<file path="src/rtl/tmprc_pkg.sv">
// ----------------------------------------------------------------------------
// tmprc_pkg
// Shared types, codes and constants of the timed motor pulse controller.
// ----------------------------------------------------------------------------
`default_nettype none

package tmprc_pkg;

    localparam int TIME_BITS_DEF = 16;
    localparam int MS_W          = 16;
    localparam int DUTY_W        = 16;
    localparam int DUR_W         = 16;

    localparam int S_TDATA_W = 72;
    localparam int S_TUSER_W = 2;
    localparam int M_TDATA_W = 24;
    localparam int M_TUSER_W = 2;

    typedef enum logic [1:0] {
        OP_TICK     = 2'd0,
        OP_START_PE = 2'd1,
        OP_START_NP = 2'd2,
        OP_UNUSED   = 2'd3
    } op_t;

    typedef enum logic [1:0] {
        EV_NONE  = 2'd0,
        EV_START = 2'd1,
        EV_STOP  = 2'd2
    } event_t;

    typedef enum logic [1:0] {
        PH_IDLE  = 2'd0,
        PH_DRIVE = 2'd1,
        PH_COOL  = 2'd2
    } phase_t;

    // One accepted request or tick.
    typedef struct packed {
        op_t              op;
        logic [MS_W-1:0]  elapsed_ms;
        logic [DUTY_W-1:0] duty;
        logic             dir_req;
        logic [DUR_W-1:0] drive_time;
        logic [DUR_W-1:0] cool_time;
    } item_t;

    // Controller state apart from the timer, whose width is a parameter.
    typedef struct packed {
        phase_t           phase;
        logic             pending;
        logic [DUTY_W-1:0] held_duty;
        logic             held_dir;
        logic [DUR_W-1:0] held_drive_time;
        logic [DUR_W-1:0] held_cool_time;
    } ctl_t;

    typedef struct packed {
        event_t           drive_event;
        logic [DUTY_W-1:0] drive_duty;
        logic             drive_dir;
        phase_t           phase_now;
    } result_t;

endpackage

`default_nettype wire

</file>
<file path="src/rtl/tmprc_step.sv">
// ----------------------------------------------------------------------------
// tmprc_step
// Next-state and result logic for one tick or start request.
// ----------------------------------------------------------------------------
`default_nettype none

module tmprc_step #(
    parameter int TIME_BITS = tmprc_pkg::TIME_BITS_DEF
) (
    input  tmprc_pkg::item_t      item,
    input  tmprc_pkg::ctl_t       ctl,
    input  logic [TIME_BITS-1:0]  timer,
    output tmprc_pkg::ctl_t       ctl_next,
    output logic [TIME_BITS-1:0]  timer_next,
    output tmprc_pkg::result_t    result
);
    import tmprc_pkg::*;

    localparam int SUM_W = ((TIME_BITS > MS_W) ? TIME_BITS :
                            ((TIME_BITS > DUR_W) ? TIME_BITS : MS_W)) + 1;

    logic [SUM_W-1:0]     sum;
    logic [SUM_W-1:0]     tmax;
    logic [TIME_BITS-1:0] timer_add;
    logic                 drive_done;
    logic                 cool_done;
    phase_t               phase_cur;

    // Saturating add of the elapsed milliseconds.
    assign sum       = SUM_W'(timer) + SUM_W'(item.elapsed_ms);
    assign tmax      = SUM_W'({TIME_BITS{1'b1}});
    assign timer_add = (sum > tmax) ? {TIME_BITS{1'b1}} : sum[TIME_BITS-1:0];

    assign drive_done = SUM_W'(timer_add) >= SUM_W'(ctl.held_drive_time);
    assign cool_done  = SUM_W'(timer_add) >= SUM_W'(ctl.held_cool_time);

    always_comb begin
        ctl_next           = ctl;
        timer_next         = timer;
        result.drive_event = EV_NONE;
        result.drive_duty  = '0;
        result.drive_dir   = 1'b0;

        // The unused phase code behaves as idle.
        case (ctl.phase)
            PH_DRIVE: phase_cur = PH_DRIVE;
            PH_COOL:  phase_cur = PH_COOL;
            default:  phase_cur = PH_IDLE;
        endcase
        ctl_next.phase = phase_cur;

        case (item.op)
            OP_TICK: begin
                case (phase_cur)
                    PH_DRIVE: begin
                        timer_next = timer_add;
                        if (drive_done) begin
                            result.drive_event = EV_STOP;
                            ctl_next.phase     = PH_COOL;
                            timer_next         = '0;
                        end
                    end
                    PH_COOL: begin
                        timer_next = timer_add;
                        if (cool_done) begin
                            ctl_next.phase = PH_IDLE;
                            timer_next     = '0;
                        end
                    end
                    default: begin
                        if (ctl.pending) begin
                            result.drive_event = EV_START;
                            result.drive_duty  = ctl.held_duty;
                            result.drive_dir   = ctl.held_dir;
                            ctl_next.phase     = PH_DRIVE;
                            ctl_next.pending   = 1'b0;
                            timer_next         = '0;
                        end
                    end
                endcase
            end
            OP_START_PE, OP_START_NP: begin
                if (phase_cur == PH_IDLE) begin
                    ctl_next.pending         = 1'b1;
                    ctl_next.held_duty       = item.duty;
                    ctl_next.held_dir        = item.dir_req;
                    ctl_next.held_drive_time = item.drive_time;
                    ctl_next.held_cool_time  = item.cool_time;
                    timer_next               = '0;
                end else if (phase_cur == PH_DRIVE && item.op == OP_START_PE) begin
                    ctl_next.held_duty       = item.duty;
                    ctl_next.held_dir        = item.dir_req;
                    ctl_next.held_drive_time = item.drive_time;
                    ctl_next.held_cool_time  = item.cool_time;
                    timer_next               = '0;
                    if (item.dir_req == ctl.held_dir) begin
                        result.drive_event = EV_START;
                        result.drive_duty  = item.duty;
                        result.drive_dir   = item.dir_req;
                    end else begin
                        // Reversal: stop now, cool down, then run the new request.
                        result.drive_event = EV_STOP;
                        ctl_next.phase     = PH_COOL;
                        ctl_next.pending   = 1'b1;
                    end
                end
            end
            default: begin
            end
        endcase

        result.phase_now = ctl_next.phase;
    end

endmodule

`default_nettype wire

</file>
<file path="src/rtl/timed_motor_pulse_reversal_cooldown_core.sv">
// ----------------------------------------------------------------------------
// timed_motor_pulse_reversal_cooldown_core
// Timed DC motor pulse controller with idle, driving and cooldown phases.
// ----------------------------------------------------------------------------
//
//  Channel | Dir | tdata (low bit up)                                  | tuser
//  --------+-----+-----------------------------------------------------+-----------
//  s_      | in  | elapsed_ms, duty, dir_req, drive_time, cool_time    | operation
//  m_      | out | drive_duty, drive_dir, phase_now                    | drive_event
//
//  Every input transfer produces exactly one result transfer.
//  An accepted item waits in the input register, is evaluated against the
//  controller state, and lands in the output register; one item per cycle is
//  sustained while m_tready stays high. m_tvalid rises once the item has
//  moved from the input register into the output register.
//  While a result waits on m_tready, an empty input register still takes one
//  item; once both registers hold items, s_tready follows m_tready, so a
//  stalled output then stalls the input as well.
//  aresetn is synchronous and active low; it returns the controller to idle
//  with a cleared timer and no queued request, and empties both registers.
//
`default_nettype none

module timed_motor_pulse_reversal_cooldown_core #(
    parameter int TIME_BITS = tmprc_pkg::TIME_BITS_DEF
) (
    input  logic                            aclk,
    input  logic                            aresetn,
    input  logic                            s_tvalid,
    output logic                            s_tready,
    // elapsed_ms[15:0], duty[31:16], dir_req[32], drive_time[48:33],
    // cool_time[64:49], zero fill [71:65]
    input  logic [tmprc_pkg::S_TDATA_W-1:0] s_tdata,
    // operation[1:0]
    input  logic [tmprc_pkg::S_TUSER_W-1:0] s_tuser,
    output logic                            m_tvalid,
    input  logic                            m_tready,
    // drive_duty[15:0], drive_dir[16], phase_now[18:17], zero fill [23:19]
    output logic [tmprc_pkg::M_TDATA_W-1:0] m_tdata,
    // drive_event[1:0]
    output logic [tmprc_pkg::M_TUSER_W-1:0] m_tuser
);
    import tmprc_pkg::*;

    // Input register.
    logic                 in_valid_reg;
    item_t                in_item_reg;
    // Controller state.
    ctl_t                 ctl_reg;
    ctl_t                 ctl_next;
    logic [TIME_BITS-1:0] timer_reg;
    logic [TIME_BITS-1:0] timer_next;
    // Output register.
    logic                 out_valid_reg;
    result_t              out_res_reg;
    result_t              res_next;

    logic                 advance;
    item_t                s_item;

    // The input item moves on whenever the output register is free or drains.
    assign advance  = in_valid_reg && (!out_valid_reg || m_tready);
    assign s_tready = !in_valid_reg || advance;

    assign s_item.op         = op_t'(s_tuser[1:0]);
    assign s_item.elapsed_ms = s_tdata[15:0];
    assign s_item.duty       = s_tdata[31:16];
    assign s_item.dir_req    = s_tdata[32];
    assign s_item.drive_time = s_tdata[48:33];
    assign s_item.cool_time  = s_tdata[64:49];

    always_ff @(posedge aclk) begin
        if (!aresetn) begin
            in_valid_reg <= 1'b0;
        end else if (s_tready) begin
            in_valid_reg <= s_tvalid;
        end
    end

    // Payload needs no reset; it is qualified by in_valid_reg.
    always_ff @(posedge aclk) begin
        if (s_tready && s_tvalid) begin
            in_item_reg <= s_item;
        end
    end

    tmprc_step #(
        .TIME_BITS (TIME_BITS)
    ) u_step (
        .item       (in_item_reg),
        .ctl        (ctl_reg),
        .timer      (timer_reg),
        .ctl_next   (ctl_next),
        .timer_next (timer_next),
        .result     (res_next)
    );

    // State follows each evaluated item, in order, one per cycle while the output register is free or drains.
    always_ff @(posedge aclk) begin
        if (!aresetn) begin
            ctl_reg.phase           <= PH_IDLE;
            ctl_reg.pending         <= 1'b0;
            ctl_reg.held_duty       <= '0;
            ctl_reg.held_dir        <= 1'b0;
            ctl_reg.held_drive_time <= '0;
            ctl_reg.held_cool_time  <= '0;
            timer_reg               <= '0;
        end else if (advance) begin
            ctl_reg   <= ctl_next;
            timer_reg <= timer_next;
        end
    end

    always_ff @(posedge aclk) begin
        if (!aresetn) begin
            out_valid_reg <= 1'b0;
        end else if (advance) begin
            out_valid_reg <= 1'b1;
        end else if (m_tready) begin
            out_valid_reg <= 1'b0;
        end
    end

    always_ff @(posedge aclk) begin
        if (advance) begin
            out_res_reg <= res_next;
        end
    end

    assign m_tvalid = out_valid_reg;
    assign m_tuser  = out_res_reg.drive_event;
    assign m_tdata  = {5'b0, out_res_reg.phase_now, out_res_reg.drive_dir,
                       out_res_reg.drive_duty};

    // A drive start always leaves the motor in the driving phase.
    assert property (@(posedge aclk) disable iff (!aresetn)
        (m_tvalid && m_tuser == EV_START) |-> (out_res_reg.phase_now == PH_DRIVE))
        else $error("drive start reported outside the driving phase");

    // A drive stop always leads into cooldown.
    assert property (@(posedge aclk) disable iff (!aresetn)
        (m_tvalid && m_tuser == EV_STOP) |-> (out_res_reg.phase_now == PH_COOL))
        else $error("drive stop reported without entering cooldown");

    // Duty and direction are only shown with a drive start.
    assert property (@(posedge aclk) disable iff (!aresetn)
        (m_tvalid && m_tuser != EV_START) |->
        (out_res_reg.drive_duty == '0 && !out_res_reg.drive_dir))
        else $error("duty or direction shown without a drive start");

    // A queued request never coexists with an active drive.
    assert property (@(posedge aclk) disable iff (!aresetn)
        ctl_reg.pending |-> (ctl_reg.phase != PH_DRIVE))
        else $error("request queued while driving");

    // Back-pressure on the input only arises from a held item.
    assert property (@(posedge aclk) disable iff (!aresetn)
        !s_tready |-> (in_valid_reg && out_valid_reg && !m_tready))
        else $error("input stalled without a blocked output");

endmodule

`default_nettype wire

</file>
<file path="config.mk">
export PLATFORM = sky130hd
export DESIGN_NAME = timed_motor_pulse_reversal_cooldown_core
export DESIGN_NICKNAME = d
export VERILOG_FILES = /design/src/rtl/tmprc_pkg.sv /design/src/rtl/tmprc_step.sv /design/src/rtl/timed_motor_pulse_reversal_cooldown_core.sv
export SDC_FILE = /design/constraint.sdc
export NUM_CORES = 1
export LEC_CHECK = 0
export BUFFER_PORTS_ARGS = -buffer_cell sky130_fd_sc_hd__buf_2
export CAP_MARGIN = 40
export CORE_UTILIZATION = 50
export CTS_CLUSTER_SIZE = 16
export DETAILED_ROUTE_END_ITERATION = 12
export GPL_TIMING_DRIVEN = 0
export HOLD_SLACK_MARGIN = 0.03
export MAX_ROUTING_LAYER = met4
export PLACE_DENSITY = 0.78
export SKIP_CTS_REPAIR_TIMING = 1
export SLEW_MARGIN = 15
export SYNTH_ARGS = -nofsm -noshare
export SYNTH_HDL_FRONTEND = slang
export SYNTH_SLANG_ARGS = --single-unit
</file>
<file path="constraint.sdc">
create_clock -name aclk -period 3.9 [get_ports aclk]
set_input_delay 1.17 -clock aclk [delete_from_list [all_inputs] [get_ports aclk]]
set_output_delay 1.17 -clock aclk [all_outputs]
set_load 0.005 [all_outputs]
</file>
==> results summary <==
Sorting the synthesized cells by how often they occur yields nand2_1 (135), edfxtp_1 (88), dfxtp_1 (70). The critical path is of the reg2reg type. The static leakage power came out at 3.59 nW. Of the synthesized area, sequential elements account for 0.542.

The number of cell rows is 44. The number of synthesized flops with an enable pin came out at 88. The net count of the finished layout came out at 958.

The number of hold-slack violations in the final timing report came out at 0. The run finished with clean final reports. The max-slew violation total from the final report was 0. At the pin with the least slew margin, the transition time is 0.548 ns. After the first detailed-routing iteration, the DRC count stood at 263.

Summed over all failing endpoints, the final setup total negative slack is 0 ns. Across the routed clock network, the largest skew measured is 0.00787 ns. The number of CTS-inserted buffers came out at 17. By area the synthesized netlist is led by edfxtp_1 (35%), dfxtp_1 (19%), ha_1 (9.1%). The count of TritonRoute iterations in the first routing pass came out at 5. The number of buffers added on ports came out at 93. For this run, the share of the core covered by cells in the final layout is 0.638. The flip-flop count of the largest register after layout came out at 67. The total non-filler cell area in the finished layout is 9270 um2. The synthesized cell area is 7460 um2.

The maximum number of pins on one net before global-route repair is 46. The kind of capture point of the worst setup path is a flop. The clock tree from TritonCTS is done. The routed wirelength normalized by instance count is 15.3 um.

The global route total overflow came out at 0. The synthesized design spends more area on one cell type than any other, namely edfxtp_1. The most frequent cell after synthesis is nand2_1.

For this run, the number of standard cells in the final layout without fillers is 1022. The cell at the root of the clock tree is clkbuf_16. The placed instances occupy a cell area of 8190 um2. The power consumption came out at 3.85 mW.

The headroom to the max-slew limit came out at 0.633. The number of DRC violations after detailed routing is 0. The filler cells instantiated in the layout total 1142. The number of antenna violations at the first check in global routing came out at 0. The count of antenna diodes in the layout is 0. The depth of the CTS H-tree is 4. The total vias in the final route is 5416. At the placement stage, the worst setup path has a slack of -0.210 ns. The via density per instance is 5.30. The clock net in this run drives a total of 158 sinks.

The highest fanout seen on the critical path is 6. The count of distinct cell types in the synthesized netlist came out at 66. In this run, placement finished with an instance count of 976. The count of yosys warnings during synthesis is 0. The proportion of layout cells with a drive suffix above 1 is 0.284. The data arrival time at the worst-slack endpoint came out at 4.05 ns. From synthesis to final layout, the design area changed by 24.2%.

The cell area power density came out at 416 nW/um2. Measured along the y axis, the die boundary spans 124 um. Of the post-synthesis cell area, the dominant cell type holds 0.354. For the finished layout, the period the worst path requires is 3.86 ns. The clock latency reported for the late side of the worst-skew pair came out at 0.43 ns. The remaining number of nets flagged by the antenna check after routing came out at 0. The floorplan step set the die width to 124 um. For this run, the total global-route usage over all layers was measured as 0.213. The wire length of the first global-routing pass is 23900 um. Across the run, the number of max-cap violations was 0.

The share of flip-flops with an asynchronous set or reset came out at 0. The worst hold-check slack is 0.464 ns. The number of cells produced by synthesis came out at 694. The die area is 15400 um2. The total of flip-flops plus latches after synthesis came out at 158. Of the available clock period, the critical path in the final layout requires 0.991. The number of placed I/O pins is 106. The final critical-path setup slack came out at 0.0359 ns.

The maximum buffer depth of the clock tree came out at 2. Setup repair after global routing could not meet its margin everywhere. STA classifies the critical path startpoint as a flop. The required time of the worst setup path is 4.09 ns. The worst hold path belongs to the class reg2reg. The total core area is 14500 um2. The starting density of the core came out at 0.513. The via count of the first global-routing pass is 5042. The average cell area after synthesis is 10.8 um2. The upper clock frequency limit came out at 259 MHz.

The clock-pin transition on the worst setup and hold timing paths is 0.06 ns. The weighted congestion reported at the end of routability-driven placement came out at 0.879. The total detailed-routing wirelength is 15700 um.

The worst-case IR drop observed on VDD is 0.442 mV. Setup violations remaining at the end of the flow were counted as 0. The commonest register cell after synthesis is edfxtp_1. The total half-perimeter wirelength after legalization and detailed placement came out at 10800 um.
[critical path, stage by stage (launching register included)]
cell      delay (ns)
edfxtp_1        0.40
ha_2            0.22
inv_2           0.05
fa_2            0.22
nor2b_4         0.05
o31a_1          0.33
o21ai_2         0.20
o211ai_2        0.16
o21ai_4         0.15
buf_8           0.20
nand2_4         0.08
buf_4           0.15
ha_4            0.27
and4_4          0.22
nand2_2         0.07
o31ai_4         0.28
or3b_4          0.44
nand3_4         0.07
inv_1           0.04
[cell type report]
class	count	area, um2	share of cell area
buffer	35	211	0.0228
clock buffer	19	443	0.0478
clock inverter	13	153	0.0165
inverter	44	165	0.0178
multi-input combinational	461	3430	0.370
sequential	158	4040	0.436
tap	184	230	0.0248
timing repair buffer	108	598	0.0645
[routing by layer]
layer | routed length (um) | vias to the layer above | share of wire | track usage
met5 | 0 | - | 0 | -
met4 | 268 | 0 | 0.017 | 0.0781
met3 | 624 | 20 | 0.040 | 0.0472
met2 | 7760 | 122 | 0.50 | 0.339
met1 | 7000 | 2557 | 0.45 | 0.266
li1 | - | 2717 | - | -
[worst paths after layout]
check | startpoint | endpoint | slack (ns) | cells after the start
min | ctl_reg[6] | ctl_reg[6] | 0.46 | 2
max | in_item_reg[49] | m_tdata[18] | 0.04 | 18
min reg2reg | ctl_reg[6] | ctl_reg[6] | 0.46 | 2
max reg2reg | in_item_reg[49] | m_tdata[18] | 0.04 | 18
[kinds of logic (layout without fill, tap and decap cells)]
kind of cell,Yosys count,in the layout,share of synthesized area
XOR/XNOR,9,9,0.0106
buffers and inverters,79,219,0.0495
adder cells (fa/ha/maj),55,55,0.0932
other,1,5,0.000503
multiplexers,1,1,0.00134
AO/OA/AOI/OAI,167,167,0.172
AND/OR/NAND/NOR,224,224,0.131
flip-flops,158,158,0.542
[placed cells by master, fill, tap and decap left out, types with 5 or more instances in the layout]
| cell | instances |
|---|---|
| dfxtp_1 | 70 |
| nand2_1 | 123 |
| buf_6 | 6 |
| buf_4 | 18 |
| xnor2_1 | 5 |
| buf_2 | 98 |
| o21a_1 | 7 |
| inv_1 | 43 |
| clkbuf_16 | 17 |
| nor3_1 | 6 |
| a21o_1 | 7 |
| conb_1 | 5 |
| o21ai_0 | 8 |
| nor2b_1 | 8 |
| ha_4 | 12 |
| nand3_1 | 11 |
| ha_1 | 41 |
| edfxtp_1 | 88 |
| a22oi_1 | 17 |
| nor2_1 | 32 |
| clkbuf_1 | 15 |
| a21boi_0 | 49 |
| a21oi_1 | 15 |
| nand2b_1 | 6 |
| nand2_2 | 8 |
| a22o_2 | 13 |
[power breakdown]
| group | switching (mW) | internal [mW] |
|---|---|---|
| clock | 0.688 | 0.973 |
| combinational | 0.185 | 0.141 |
| sequential | 0.0306 | 1.83 |
No activity file was read; power rests on OpenSTA's default activity.
